==> src/rtl/core/pgc_pkg.sv <==
// Package for the proximity gesture classifier.
// Holds the request and result structs, configuration struct, codes and decision function.
// No dependencies.
package pgc_pkg;

  // Field widths
  localparam int unsigned DistW  = 9;
  localparam int unsigned CountW = 8;
  localparam int unsigned MsW    = 12;
  localparam int unsigned GestW  = 2;
  localparam int unsigned CfgIdxW  = 4;
  localparam int unsigned CfgDataW = 12;

  // Gesture codes
  localparam logic [GestW-1:0] GestNone  = 2'd0;
  localparam logic [GestW-1:0] GestSkip  = 2'd1;
  localparam logic [GestW-1:0] GestPause = 2'd2;
  localparam logic [GestW-1:0] GestPrev  = 2'd3;

  // Request kinds
  localparam logic KindTick   = 1'b0;
  localparam logic KindSample = 1'b1;

  // Register indexes
  localparam logic [CfgIdxW-1:0] RegSkipHold    = 4'd0;
  localparam logic [CfgIdxW-1:0] RegPauseHold   = 4'd1;
  localparam logic [CfgIdxW-1:0] RegPauseMinDst = 4'd2;
  localparam logic [CfgIdxW-1:0] RegPrevHold    = 4'd3;
  localparam logic [CfgIdxW-1:0] RegPrevMaxDst  = 4'd4;
  localparam logic [CfgIdxW-1:0] RegMaxDst      = 4'd5;
  localparam logic [CfgIdxW-1:0] RegWindowMs    = 4'd6;
  localparam logic [CfgIdxW-1:0] RegHoldoffMs   = 4'd7;

  // Register reset values
  localparam logic [CountW-1:0] SkipHoldRst    = 8'd9;
  localparam logic [CountW-1:0] PauseHoldRst   = 8'd18;
  localparam logic [DistW-1:0]  PauseMinDstRst = 9'd6;
  localparam logic [CountW-1:0] PrevHoldRst    = 8'd20;
  localparam logic [DistW-1:0]  PrevMaxDstRst  = 9'd4;
  localparam logic [DistW-1:0]  MaxDstRst      = 9'd30;
  localparam logic [MsW-1:0]    WindowMsRst    = 12'd1000;
  localparam logic [MsW-1:0]    HoldoffMsRst   = 12'd1500;

  localparam logic [CountW-1:0] CountMax = '1;

  typedef struct packed {
    logic             kind;
    logic [DistW-1:0] distance_cm;
  } pgc_in_t;

  typedef struct packed {
    logic [GestW-1:0]  gesture;
    logic [CountW-1:0] detection_count;
    logic [DistW-1:0]  closest_cm;
  } pgc_out_t;

  typedef struct packed {
    logic [CountW-1:0] skip_hold;
    logic [CountW-1:0] pause_hold;
    logic [DistW-1:0]  pause_min_distance;
    logic [CountW-1:0] prev_hold;
    logic [DistW-1:0]  prev_max_distance;
    logic [DistW-1:0]  nearest_start;
    logic [MsW-1:0]    window_ms;
    logic [MsW-1:0]    holdoff_ms;
  } pgc_cfg_t;

  // Gesture decision; pause overrides skip and previous
  function automatic logic [GestW-1:0] decide(logic [CountW-1:0] cnt,
                                              logic [DistW-1:0] mn,
                                              pgc_cfg_t cfg);
    logic [GestW-1:0] g;
    g = GestNone;
    if (cnt <= cfg.skip_hold) begin
      g = GestSkip;
    end else if (mn <= cfg.prev_max_distance && cnt >= cfg.prev_hold) begin
      g = GestPrev;
    end
    if (cnt >= cfg.pause_hold && mn >= cfg.pause_min_distance) begin
      g = GestPause;
    end
    return g;
  endfunction

endpackage

==> src/rtl/core/proximity_gesture_classifier.sv <==
// Top level of the proximity gesture classifier.
// Depends on pgc_pkg, pgc_cfg_regs and pgc_core.
//
// Accepts one request (a millisecond tick or a distance sample) every clock
// cycle while not stalled. A request is captured in an input register and
// updates the window state when it leaves that register; on the tick that
// closes a window, the result register is loaded at the same clock edge, so
// out_valid_o rises once the closing tick has passed the input register.
// The only stall is a closing tick meeting a result register that is still
// waiting to be taken. Configuration writes are accepted in every cycle and
// take effect at once; write only while the block is idle.
module proximity_gesture_classifier (
  input  logic                          clk_i,
  input  logic                          rst_ni,
  input  logic                          in_valid_i,
  output logic                          in_ready_o,
  input  pgc_pkg::pgc_in_t              in_i,
  output logic                          out_valid_o,
  input  logic                          out_ready_i,
  output pgc_pkg::pgc_out_t             out_o,
  input  logic                          cfg_valid_i,
  output logic                          cfg_ready_o,
  input  logic [pgc_pkg::CfgIdxW-1:0]   cfg_index_i,
  input  logic [pgc_pkg::CfgDataW-1:0]  cfg_data_i
);

  pgc_pkg::pgc_cfg_t cfg;
  pgc_pkg::pgc_in_t  in_q;
  pgc_pkg::pgc_out_t out_q, res;
  logic              in_valid_q, out_valid_q;
  logic              res_valid, stall, step;

  assign cfg_ready_o = 1'b1;

  pgc_cfg_regs u_cfg (
    .clk_i       (clk_i),
    .rst_ni      (rst_ni),
    .cfg_valid_i (cfg_valid_i),
    .cfg_index_i (cfg_index_i),
    .cfg_data_i  (cfg_data_i),
    .cfg_o       (cfg)
  );

  // Hold the staged request only if it has a result with nowhere to go
  assign stall      = in_valid_q && res_valid && out_valid_q && !out_ready_i;
  assign step       = in_valid_q && !stall;
  assign in_ready_o = !stall;

  pgc_core u_core (
    .clk_i       (clk_i),
    .rst_ni      (rst_ni),
    .step_i      (step),
    .item_i      (in_q),
    .cfg_i       (cfg),
    .res_valid_o (res_valid),
    .res_o       (res)
  );

  // Input register
  always_ff @(posedge clk_i or negedge rst_ni) begin
    if (!rst_ni) begin
      in_valid_q <= 1'b0;
    end else if (in_ready_o) begin
      in_valid_q <= in_valid_i;
    end
  end

  always_ff @(posedge clk_i) begin
    if (in_valid_i && in_ready_o) in_q <= in_i;
  end

  // Result register
  always_ff @(posedge clk_i or negedge rst_ni) begin
    if (!rst_ni) begin
      out_valid_q <= 1'b0;
    end else if (step && res_valid) begin
      out_valid_q <= 1'b1;
    end else if (out_ready_i) begin
      out_valid_q <= 1'b0;
    end
  end

  always_ff @(posedge clk_i) begin
    if (step && res_valid) out_q <= res;
  end

  assign out_valid_o = out_valid_q;
  assign out_o       = out_q;

  // A stalled request stays staged
  a_stall_holds: assert property (@(posedge clk_i) disable iff (!rst_ni)
    stall |=> in_valid_q && $stable(in_q))
    else $error("staged request lost during stall");

  // A new result only comes from a processed closing tick
  a_res_source: assert property (@(posedge clk_i) disable iff (!rst_ni)
    (out_valid_q && !$past(out_valid_q)) |-> $past(step && res_valid))
    else $error("result appeared without a closing tick");

  // A pending result is never overwritten
  a_no_overwrite: assert property (@(posedge clk_i) disable iff (!rst_ni)
    (out_valid_q && !out_ready_i) |-> !(step && res_valid))
    else $error("pending result overwritten");

endmodule

==> src/rtl/core/pgc_cfg_regs.sv <==
// Configuration register file of the proximity gesture classifier.
// Depends on pgc_pkg.
module pgc_cfg_regs (
  input  logic                           clk_i,
  input  logic                           rst_ni,
  input  logic                           cfg_valid_i,
  input  logic [pgc_pkg::CfgIdxW-1:0]    cfg_index_i,
  input  logic [pgc_pkg::CfgDataW-1:0]   cfg_data_i,
  output pgc_pkg::pgc_cfg_t              cfg_o
);

  pgc_pkg::pgc_cfg_t cfg_q;

  // Register writes; unknown indexes are dropped
  always_ff @(posedge clk_i or negedge rst_ni) begin
    if (!rst_ni) begin
      cfg_q.skip_hold          <= pgc_pkg::SkipHoldRst;
      cfg_q.pause_hold         <= pgc_pkg::PauseHoldRst;
      cfg_q.pause_min_distance <= pgc_pkg::PauseMinDstRst;
      cfg_q.prev_hold          <= pgc_pkg::PrevHoldRst;
      cfg_q.prev_max_distance  <= pgc_pkg::PrevMaxDstRst;
      cfg_q.nearest_start      <= pgc_pkg::MaxDstRst;
      cfg_q.window_ms          <= pgc_pkg::WindowMsRst;
      cfg_q.holdoff_ms         <= pgc_pkg::HoldoffMsRst;
    end else if (cfg_valid_i) begin
      unique case (cfg_index_i)
        pgc_pkg::RegSkipHold:    cfg_q.skip_hold <= cfg_data_i[pgc_pkg::CountW-1:0];
        pgc_pkg::RegPauseHold:   cfg_q.pause_hold <= cfg_data_i[pgc_pkg::CountW-1:0];
        pgc_pkg::RegPauseMinDst: cfg_q.pause_min_distance <= cfg_data_i[pgc_pkg::DistW-1:0];
        pgc_pkg::RegPrevHold:    cfg_q.prev_hold <= cfg_data_i[pgc_pkg::CountW-1:0];
        pgc_pkg::RegPrevMaxDst:  cfg_q.prev_max_distance <= cfg_data_i[pgc_pkg::DistW-1:0];
        pgc_pkg::RegMaxDst:      cfg_q.nearest_start <= cfg_data_i[pgc_pkg::DistW-1:0];
        pgc_pkg::RegWindowMs:    cfg_q.window_ms <= cfg_data_i[pgc_pkg::MsW-1:0];
        pgc_pkg::RegHoldoffMs:   cfg_q.holdoff_ms <= cfg_data_i[pgc_pkg::MsW-1:0];
        default: ;
      endcase
    end
  end

  assign cfg_o = cfg_q;

endmodule

==> src/rtl/core/pgc_core.sv <==
// Window/holdoff sequencer and gesture decision of the proximity gesture classifier.
// Depends on pgc_pkg.
module pgc_core (
  input  logic               clk_i,
  input  logic               rst_ni,
  input  logic               step_i,
  input  pgc_pkg::pgc_in_t   item_i,
  input  pgc_pkg::pgc_cfg_t  cfg_i,
  output logic               res_valid_o,
  output pgc_pkg::pgc_out_t  res_o
);

  typedef enum logic [1:0] {
    PhIdle    = 2'd0,
    PhWindow  = 2'd1,
    PhHoldoff = 2'd2
  } phase_e;

  phase_e                          phase_q, phase_d;
  logic [pgc_pkg::MsW-1:0]         elapsed_q, elapsed_d;
  logic [pgc_pkg::CountW-1:0]      hit_q, hit_d;
  logic [pgc_pkg::DistW-1:0]       nearest_q, nearest_d;
  logic [pgc_pkg::MsW:0]           elapsed_inc;
  logic                            is_hit;

  assign elapsed_inc = {1'b0, elapsed_q} + {{pgc_pkg::MsW{1'b0}}, 1'b1};
  assign is_hit      = (item_i.kind == pgc_pkg::KindSample) && (item_i.distance_cm != '0);

  // Next state and result for the item at hand
  always_comb begin
    phase_d     = phase_q;
    elapsed_d   = elapsed_q;
    hit_d       = hit_q;
    nearest_d   = nearest_q;
    res_valid_o = 1'b0;
    unique case (phase_q)
      PhWindow: begin
        if (item_i.kind == pgc_pkg::KindSample) begin
          if (is_hit) begin
            if (hit_q != pgc_pkg::CountMax) hit_d = hit_q + 1'b1;
            if (item_i.distance_cm < nearest_q) nearest_d = item_i.distance_cm;
          end
        end else if (elapsed_inc >= {1'b0, cfg_i.window_ms}) begin
          res_valid_o = 1'b1;
          elapsed_d   = '0;
          phase_d     = (cfg_i.holdoff_ms == '0) ? PhIdle : PhHoldoff;
        end else begin
          elapsed_d = elapsed_inc[pgc_pkg::MsW-1:0];
        end
      end
      PhHoldoff: begin
        if (item_i.kind == pgc_pkg::KindTick) begin
          if (elapsed_inc >= {1'b0, cfg_i.holdoff_ms}) begin
            elapsed_d = '0;
            phase_d   = PhIdle;
          end else begin
            elapsed_d = elapsed_inc[pgc_pkg::MsW-1:0];
          end
        end
      end
      default: begin
        // idle: a nonzero sample opens the window, itself not counted
        if (is_hit) begin
          phase_d   = PhWindow;
          elapsed_d = '0;
          hit_d     = '0;
          nearest_d = cfg_i.nearest_start;
        end else begin
          phase_d = PhIdle;
        end
      end
    endcase
  end

  assign res_o.gesture         = pgc_pkg::decide(hit_q, nearest_q, cfg_i);
  assign res_o.detection_count = hit_q;
  assign res_o.closest_cm      = nearest_q;

  // State registers
  always_ff @(posedge clk_i or negedge rst_ni) begin
    if (!rst_ni) begin
      phase_q   <= PhIdle;
      elapsed_q <= '0;
      hit_q     <= '0;
      nearest_q <= '0;
    end else if (step_i) begin
      phase_q   <= phase_d;
      elapsed_q <= elapsed_d;
      hit_q     <= hit_d;
      nearest_q <= nearest_d;
    end
  end

endmodule

==> config.mk <==
export PLATFORM = sky130hd
export DESIGN_NAME = proximity_gesture_classifier
export DESIGN_NICKNAME = d
export VERILOG_FILES = /design/src/rtl/core/pgc_pkg.sv /design/src/rtl/core/proximity_gesture_classifier.sv /design/src/rtl/core/pgc_cfg_regs.sv /design/src/rtl/core/pgc_core.sv
export SDC_FILE = /design/constraint.sdc
export NUM_CORES = 1
export LEC_CHECK = 0
export BUFFER_PORTS_ARGS = -buffer_cell sky130_fd_sc_hd__buf_2
export CORE_MARGIN = 2
export CORE_UTILIZATION = 43
export CTS_CLUSTER_SIZE = 40
export DETAILED_ROUTE_END_ITERATION = 12
export PLACE_DENSITY = 0.57
export SYNTH_ARGS = -nofsm -noshare
export SYNTH_HDL_FRONTEND = slang
export SYNTH_SLANG_ARGS = --single-unit
==> constraint.sdc <==
create_clock -name clk_i -period 6.65 [get_ports clk_i]
set_input_delay 0.665 -clock clk_i [delete_from_list [all_inputs] [get_ports clk_i]]
set_output_delay 0.665 -clock clk_i [all_outputs]
set_load 0.02 [all_outputs]
# Yosys cells after proc, flatten, opt, wreduce, memory -nomap -nowiden
# Index checks and enable logic that the tools add are counted.
# word_totals
elab_cells	105
out_inout_bits	22
in_bits	31
regBits	137
# classes
n_reduce_logical	28
n_addsub	2
n_bitwise	1
n_eq_ne	17
magnitude_cmp	8
mux	30
# op_table
op	n
12-bit 2-to-1 mux	5
9-bit 2-to-1 mux	4
8-bit 2-to-1 mux	4
13-bit by 12-bit greater-or-equal comparator with 1-bit output	2
12-bit one-hot mux with 2 select lines	1
9-bit one-hot mux with 2 select lines	1
4-bit by 3-bit equality test with 1-bit output (second input constant)	4
8-bit greater-or-equal comparator	2
8-bit one-hot mux with 2 select lines	1
2-bit AND reduction	8
5-bit AND reduction	3
2-bit 2-to-1 mux	7
12-bit by 1-bit adder with 13-bit output (second input constant)	1
12-bit logical NOT	1
9-bit greater-or-equal comparator	1
9-bit <= comparator	1
1-bit logical AND	9
9-bit < comparator	1
9-bit nonzero test	1
8-bit by 1-bit adder with 8-bit output (second input constant)	1
4-bit by 2-bit equality test with 1-bit output (second input constant)	2
8-bit <= comparator	1
2-bit by 1-bit != test with 1-bit output (second input constant)	4
8-bit != test (second input constant)	1
12 further kinds	20

# Logic depth before layout (Yosys ltp)
# Gate-level depths: netlist of run 1.
# depth
word_depth	12
ltp_mapped	14
ltp_nobuf	13

# By module
# A second synthesis of run 1 with hierarchy kept.
# hier_totals
cells_unflattened	646
hier_area_um2	7557.2
# modules_own_cells
module	cells_per_inst	area_each_um2	seq_area_each_um2	instances
pgc_core	438	3656.0	775.7	1
pgc_cfg_regs	167	2897.8	1909.3	1
proximity_gesture_classifier	41	1003.5	920.9	1

# Least setup slack after synthesis of run 1
# Ideal clock, no wire load.
# synth_timing
kind	register -> register
startpoint	register u_core.elapsed_q[0] (netlist name)
endpoint	register out_q, in the netlist out_o[0], enable pin
required_ps	6253
arrival_ps	3117
synth_period_minus_slack_ps	3513
setup_time_ps	397
slack_ps	3137
path_buffers	0
path_stages_with_launch	12
path_cell_list	dfrtp_1 ha_1 nand3_2 or2_4 nand2_1 nand2_1 ha_1 and4_1 o211ai_1 nor3_1 o31ai_1 nor2b_1
# synth_via
elab_chain_len	11
# synth_lines
item	line_no	text
start, declared	pgc_core.sv:20	logic [pgc_pkg::MsW-1:0] elapsed_q, elapsed_d;
start signal, assigned	pgc_core.sv:88	elapsed_q <= elapsed_d;
12-bit by 1-bit adder with 13-bit output *	pgc_core.sv:26	assign elapsed_inc = {1'b0, elapsed_q} + {{pgc_pkg::MsW{1'b0}}, 1'b1};
13-bit by 12-bit greater-or-equal comparator with 1-bit output *	pgc_core.sv:43	end else if (elapsed_inc >= {1'b0, cfg_i.window_ms}) begin
1-bit 2-to-1 mux *	pgc_core.sv:43	
1-bit 2-to-1 mux *	pgc_core.sv:38	if (item_i.kind == pgc_pkg::KindSample) begin
1-bit 2-to-1 mux *	pgc_core.sv:36	unique case (phase_q)
1-bit logical AND (3 in a row)	proximity_gesture_classifier.sv:45	assign stall = in_valid_q && res_valid && out_valid_q && !out_ready_i;
1-bit logical NOT	proximity_gesture_classifier.sv:46	assign step = in_valid_q && !stall;
1-bit logical AND	proximity_gesture_classifier.sv:46	
1-bit logical AND *	proximity_gesture_classifier.sv:84	if (step && res_valid) out_q <= res;
end signal, assigned	proximity_gesture_classifier.sv:84	
end, declared	proximity_gesture_classifier.sv:29	pgc_pkg::pgc_out_t out_q, res;
# Every way passes the cells marked *; elsewhere a longest branch is shown, timed or not.
# A chain may end at the register's enable or synchronous reset.

# Final worst setup path of run 1
# layout_timing
startpoint	register u_core.elapsed_q[0] (netlist name)
endpoint	output in_ready_o
# layout_via
elab_chain_len	9
# layout_lines
item	line_no	text
12-bit by 1-bit adder with 13-bit output	pgc_core.sv:26	
13-bit by 12-bit greater-or-equal comparator with 1-bit output	pgc_core.sv:43	
1-bit 2-to-1 mux	pgc_core.sv:43	
1-bit 2-to-1 mux	pgc_core.sv:38	
1-bit 2-to-1 mux	pgc_core.sv:36	
1-bit logical AND (3 in a row)	proximity_gesture_classifier.sv:45	
1-bit logical NOT	proximity_gesture_classifier.sv:47	assign in_ready_o = !stall;
end, declared	proximity_gesture_classifier.sv:16	output logic in_ready_o,
# No other way between the ends.

==> results.md, run 1 <==
- Cts bufs inserted: 17
- Crit-path max FO: 6
- Area growth, synth to finish: 14.6%
- Seq/Total Area, Yosys: approximately half
- Post-DP HPWL: 12000 um
- Final slew viol count: 0
- Yosys reg bits: around 140
- Clock tree buffer depth: 2
- Post-CTS setup buffers: 0
- Ys Warns: 0
- Remaining routing DRC violations: 0
- Total GRT Usage: a little under a fifth
- Cell Pwr Density: 333 nW/um^2
- Setup Skew: 8.06 ps
- Hold Buf Count CTS: 0
- Site Rows: 48
- Die footprint: 18400 um^2
- 1st-iter DRT viols: 192
- Max_cap viols: 0
- Post-synth ARST share: 78.8%
- Detail Route Antenna Nets: 0
- Setup_tns: 0 ps
- CORE AREA: between 15000 and 20000 um^2
- Final Hold Viols: 0
- Drt pass-1 iters: 4
- First-pass GRT wire length: 26200 um
- Clock latency on the worst-skew pair: 420 ps
- Distinct cell type count after synthesis: 65
- Number of inserted diodes: 0
- Routed WL: 16100 um
- Post-synth EDFFs: 29
- Post-layout min period: between 4000 and 5000 ps
- Setup repair after global routing missed its margin: false
- Fill cells: 1553
- Cts repair resizes: 0
- Clock root buffer: clkbuf_16
- Top cells by area, synth: dfrtp_1 (28%), ha_1 (13%), edfxtp_1 (12%)
- Final period util: approximately two thirds
- Crit path kind: reg2out
- Final #Nets: around 850
- Worst hold path class: in2async
- CTS tree: done
- Initial Utilization: ~44%
- Total clock sinks: ~140
- WP data arrival: about 3700 ps
- Share of cells above drive strength 1: a little under a quarter
- Net Count, Synth: 789
- Leakage Power: slightly below 4 nW
- Worst vdd ir: 0.000178 V
- Post-Syn Instances: 680
- Buffers added on ports: 51
- Most common cell in the netlist: dfrtp_1
- WP data required: 5980 ps
- Initial antenna violation count: 0
- Share of the synthesized area in the top cell type: 27.5%
- Gpl congestion: around 0.8
- Largest net degree at the start of global routing: just under 70
- Synth Flop Type: dfrtp_1
- GRT overflow: 0
- CP Launch Type: flip-flop
- Die height: 136 um
- # IOs: between 50 and 60
- Final Setup Violations: 0
- Slew @ Worst Pin: roughly 1100 ps
- H-tree depth: 4
- Vias per cell: approximately 5.1
- Post-synth top area cell: dfrtp_1
- Cell area after synthesis: around 7500 um^2
- Die Span X: approximately 140 um
- Peak Freq: ~230 MHz
- Vias in the first global route: between 5000 and 6000
- Relative slew slack: between 20% and 30%
- Status: finished clean
- Post-synth top cells: dfrtp_1 (82), ha_1 (78), inv_1 (78), nand2_1 (78), o21ai_0 (53)
- Mean post-synth cell area: between 10 and 15 um^2
- Total power: ~2.8 mW
- Post-DR wirelength/cell: about 16 um
- DR vias: 5040
- Clock slew at reported path FFs: roughly 60 ps
- Crit. End Element: output port
## worst max-delay path: stages (launching register included)
cell	delay, ps
dfrtp_1	430
ha_1	270
nand3_2	140
or2_4	300
nor2_1	150
xor2_1	270
ha_1	310
a21o_1	160
a21oi_1	240
o21ai_4	110
o31ai_1	550
or2_1	210
buf_2	170
## power breakdown
group	switching, mW	internal [mW]	total (mW)	leakage, nW
combinational	0.428	0.356	0.784	2.13
clock	0.351	0.541	0.892	0.264
sequential	0.122	1.05	1.17	1.57
## layer usage
layer	up-vias	global-route usage [%]	wire (um)	part of all wire [%]
li1	2499	-	-	-
met1	2450	25.6	7870	49
met2	79	29.5	7560	47
met3	12	4.83	477	3.0
met4	0	5.61	211	1.3
met5	-	0	0	0
## through the flow
step           setup slack, ps  area (um^2)  hold slack, ps  util, %  cells
2_1_floorplan             3140         7460             369        -    680
3_3_place_gp              2840         7980             482     46.6    948
3_5_place_dp              2710         7980             485     46.6    948
4_1_cts                   2240         8550             231     49.9    980
5_1_grt                   1980         8550             248     49.9    980
6_report                  2260         8550             226     49.9    980
## cell families (layout without fill, tap and decap cells)
group                    after synthesis  count (layout)  synth area share [%]
AO/OA/AOI/OAI                        126             126                  11.1
XOR/XNOR                               7               7                 0.822
adder cells (fa/ha/maj)               78              78                  13.1
buffers and inverters                 92             167                  4.92
flip-flops                           137             137                  48.4
multiplexers                          67              67                  9.80
other                                  1               1                0.0503
AND/OR/NAND/NOR                      172             172                  11.8
## path summary, 6_finish.rpt
kind	start	to	slack (ps)	cells past startpoint
setup / recovery	u_core.elapsed_q[0]$_DFFE_PN0P_	in_ready_o	2260	12
hold / removal	rst_ni	u_cfg.cfg_o[49]$_DFFE_PN0P_	230	1
setup reg to reg	u_core.elapsed_q[0]$_DFFE_PN0P_	in_q[9]$_DFFE_PP_	2790	12
hold reg to reg	u_core.nearest_q[0]$_DFFE_PN0P_	out_o[0]$_DFFE_PP_	500	0
max in group asynchronous	rst_ni	u_cfg.cfg_o[36]$_DFFE_PN0P_	5160	2
min in group clk_i	in_i[7]	in_q[7]$_DFFE_PP_	420	1
## area by class of cell
| class | instances | area, um^2 | area share [%] |
|---|---|---|---|
| Inverter | 78 | 293 | 3.43 |
| Tap cell | 225 | 282 | 3.29 |
| Sequential cell | 137 | 3610 | 42.2 |
| Clock inverter | 12 | 98.8 | 1.16 |
| Timing Repair Buffer | 57 | 303 | 3.54 |
| Clock buffer | 20 | 468 | 5.48 |
| Multi-Input combinational cell | 451 | 3500 | 40.9 |
## flip-flops by register name (all words and copies together) (netlist names)
name              count
in_q                 10
in_valid_q            1
out_valid_o           1
u_core.elapsed_q     12
u_core.hit_q          8
out_o                19
u_core.phase_q        2
u_cfg.cfg_o          75
u_core.nearest_q      9
## layout by cell type (no fill, tap or decap), types with 7 or more instances in the layout
master     Yosys  layout
nand3_1       14      14
mux2i_1       19      19
edfxtp_1      29      29
nand2b_1      20      20
ha_1          78      78
nand2_1       78      78
buf_4          3       7
dfrtp_1       82      82
nor2_1        13      13
clkbuf_16      0      18
a21oi_1       22      22
o21ai_0       53      53
buf_2          2      50
mux2_2        48      48
inv_1         78      78
a21o_1        12      12
dfstp_2       26      26
No activity file was read; power rests on OpenSTA's default activity.
==> run 2: changes to the inputs <==
==> constraint.sdc (replaced) <==
create_clock -name clk_i -period 4.6 [get_ports clk_i]
set_input_delay 0.46 -clock clk_i [delete_from_list [all_inputs] [get_ports clk_i]]
set_output_delay 0.46 -clock clk_i [all_outputs]
set_load 0.02 [all_outputs]
==> run 2 against run 1 <==
  * Non-clock buffer count up 1
  * Largest power group unchanged
  * Die area unchanged
  * Critical path type unchanged
  * Clock power up 74%
  * Critical path depth unchanged
  * Register-to-register slack worse by 2100 ps
  * Sequential cell count unchanged
  * Power up 53%
  * Utilization up 0.67 points
  * Worst setup slack worse by 1800 ps
==> results.md, run 2 (synthesis gave the netlist of run 1 again) <==
- First-pass GRT wire length: 26500 um (+1.3%)
- WP data arrival: 3710 ps (about the same)
- Final #Nets: 852 (+0.12%)
- Total GRT Usage: 18.9% (+0.17 points)
- Crit-path max FO: 6 (unchanged)
- Share of cells above drive strength 1: 24.5% (+0.50 points)
- DR vias: 5044 (+0.079%)
- Post-CTS setup buffers: 0 (unchanged)
- Crit path kind: reg2out
- Setup WS pre-CTS: 810 ps (-1900 ps)
- Final period util: between 90% and 100%
- WP data required: 4140 ps (-1840 ps)
- GRT overflow: 0 (unchanged)
- Fill cells: 1547 (-0.39%)
- Total clock sinks: 137 (unchanged)
- Buf+Inv Stages, Crit Path: 1 (unchanged)
- Final Hold Viols: 0 (unchanged)
- Most frequent CP cell: ha_1
- Crit-path cells: ha_1 -> nand3_2 -> or2_4 -> nor2_1 -> xor2_1 -> ha_1 -> a21o_1 -> a21oi_1 -> o21ai_4 -> o31ai_1 -> or2_1 -> buf_2
- Site Rows: 48 (unchanged)
- Die height: 136 um (unchanged)
- Buffers added on ports: 51 (unchanged)
- Status: finished clean
- Hold Buf Count CTS: 0 (unchanged)
- Area occupied by multi-input gates: 3500 um^2 (unchanged)
- Max_cap viols: 0 (unchanged)
- Setup_tns: 0 ps (unchanged)
- Commonest non-fill, non-tap cell in the layout: dfrtp_1
- Worst path slowest cell: o31ai_1
- Detail Route Antenna Nets: 0 (unchanged)
- CORE AREA: 17100 um^2 (unchanged)
- Largest net degree at the start of global routing: 71 (+4.4%)
- Post-layout min period: 4170 ps
- Die Span X: 136 um (unchanged)
- Cts bufs inserted: 17 (unchanged)
- Number of inserted diodes: 0 (unchanged)
- Area growth, synth to finish: 16.1%
- Clock tree buffer depth: 2 (unchanged)
- Relative slew slack: 26.9% (+0.74 points)
- # IOs: 53 (unchanged)
- Post-DP HPWL: 11900 um (-1.1%)
- Worst vdd ir: 0.000278 V (+56%)
- Family with the most delay on the worst path: compound AO/OA/AOI/OAI gates
- Post-DR wirelength/cell: 16.5 um (+0.13%)
- Setup Skew: 7.71 ps (-0.353 ps)
- Non-filler cells, final: 981 (+0.10%)
- H-tree depth: 4 (unchanged)
- Drt pass-1 iters: 5 (+1)
- Peak Freq: around 240 MHz
- Clock slew at reported path FFs: 60 ps (about the same)
- Worst hold path class: in2async
- Setup repair after global routing missed its margin: false
- Commonest non-fill, non-tap cells in the layout: dfrtp_1 (82), inv_1 (78), nand2_1 (78), ha_1 (78), o21ai_0 (53)
- Vias in the first global route: 5102 (+0.51%)
- Gpl congestion: 0.833 (+3.7%)
- Die footprint: 18400 um^2 (unchanged)
- Crit. End Element: output port
- CTS tree: done
- Cts repair resizes: 0 (unchanged)
- Seq. cell area: 3610 um^2 (unchanged)
- Remaining routing DRC violations: 0 (unchanged)
- Final slew viol count: 0 (unchanged)
- Setup ws final: 434 ps (-1830 ps)
- Cell Pwr Density: 505 nW/um^2 (+51%)
- Clock root buffer: clkbuf_16
- Slew @ Worst Pin: 1090 ps (-11.0 ps)
- Initial antenna violation count: 0 (unchanged)
- Clock latency on the worst-skew pair: 420 ps (about the same)
- 1st-iter DRT viols: 260 (+35%)
- CP Launch Type: flip-flop
- Vias per cell: 5.14 (about the same)
- DP Cell Count: 949 (+0.11%)
- Max reg flops: 75 (unchanged)
- Slowest stage delay, CP: 490 ps (-60 ps)
- Initial Utilization: 43.6% (unchanged)
- Leakage Power: 4.03 nW (+1.5%)
- Final Setup Violations: 0 (unchanged)
- Routed WL: 16200 um (+0.23%)
## run 2: changes by cell type in the layout (fill, tap and decap cells not counted)
cell,previous run,this run
buf_4,7,8
bufinv_16,1,6
clkbuf_1,1,0
clkbuf_16,18,17
clkbuf_8,1,0
clkinv_1,2,0
clkinv_2,3,2
clkinv_4,1,2
clkinvlp_4,5,3
inv_6,0,2
## run 2: routing by layer
metal | up-vias | wire length, um | global-route usage (%) | share of wire (%)
met3 | 12 | 635 | 4.53 | 3.9
li1 | 2501 | - | - | -
met5 | - | 0 | 0 | 0
met4 | 0 | 206 | 4.69 | 1.3
met1 | 2446 | 7730 | 25.7 | 48
met2 | 85 | 7590 | 30.6 | 47
## run 2: area by class of cell
cell class	count	area share (%)
inverters	78	3.38
well taps	225	3.25
flip-flops and latches	137	41.6
multi-input cells	451	40.4
clock inverters	15	2.86
repair buffers	58	3.58
clock buffers	17	4.91
## run 2: per-stage QoR
step | util [%] | instance area (um^2) | total power, mW | hold WS [ps]
after floorplan | - | 7460 | 2.51 | 164
after global placement | 46.7 | 7990 | 2.79 | 467
after detailed placement | 46.7 | 7990 | 2.84 | 479
after CTS | 50.6 | 8660 | 4.41 | 198
after global routing | 50.6 | 8660 | 4.66 | 193
final | 50.6 | 8660 | 4.37 | 153
## run 2: where the power goes
group / switching [mW] / internal [mW]
combinational: 0.614 / 0.511
clock: 0.535 / 1.02
sequential: 0.173 / 1.52
total: 1.32 / 3.05
## run 2: worst paths after layout
path | startpoint | to | slack [ps] | depth (start not counted)
max | u_core.elapsed_q[0]$_DFFE_PN0P_ | in_ready_o | 430 | 12
min | rst_ni | u_cfg.cfg_o[45]$_DFFE_PN0P_ | 150 | 1
max reg2reg | u_core.elapsed_q[0]$_DFFE_PN0P_ | in_q[9]$_DFFE_PP_ | 740 | 12
min reg2reg | u_core.nearest_q[0]$_DFFE_PN0P_ | out_o[0]$_DFFE_PP_ | 500 | 0
max in group asynchronous | rst_ni | u_cfg.cfg_o[10]$_DFFE_PN1P_ | 3380 | 2
min in group clk_i | in_i[4] | in_q[4]$_DFFE_PP_ | 210 | 1
## run 2: worst reg2reg max path, delay by kind of cell (launching register included)
family / cells / cell delay [ps]
simple gates: 5 / 1200
flops: 1 / 440
xor+xnor: 1 / 280
compound gates: 4 / 1000
fa+ha+maj: 2 / 590
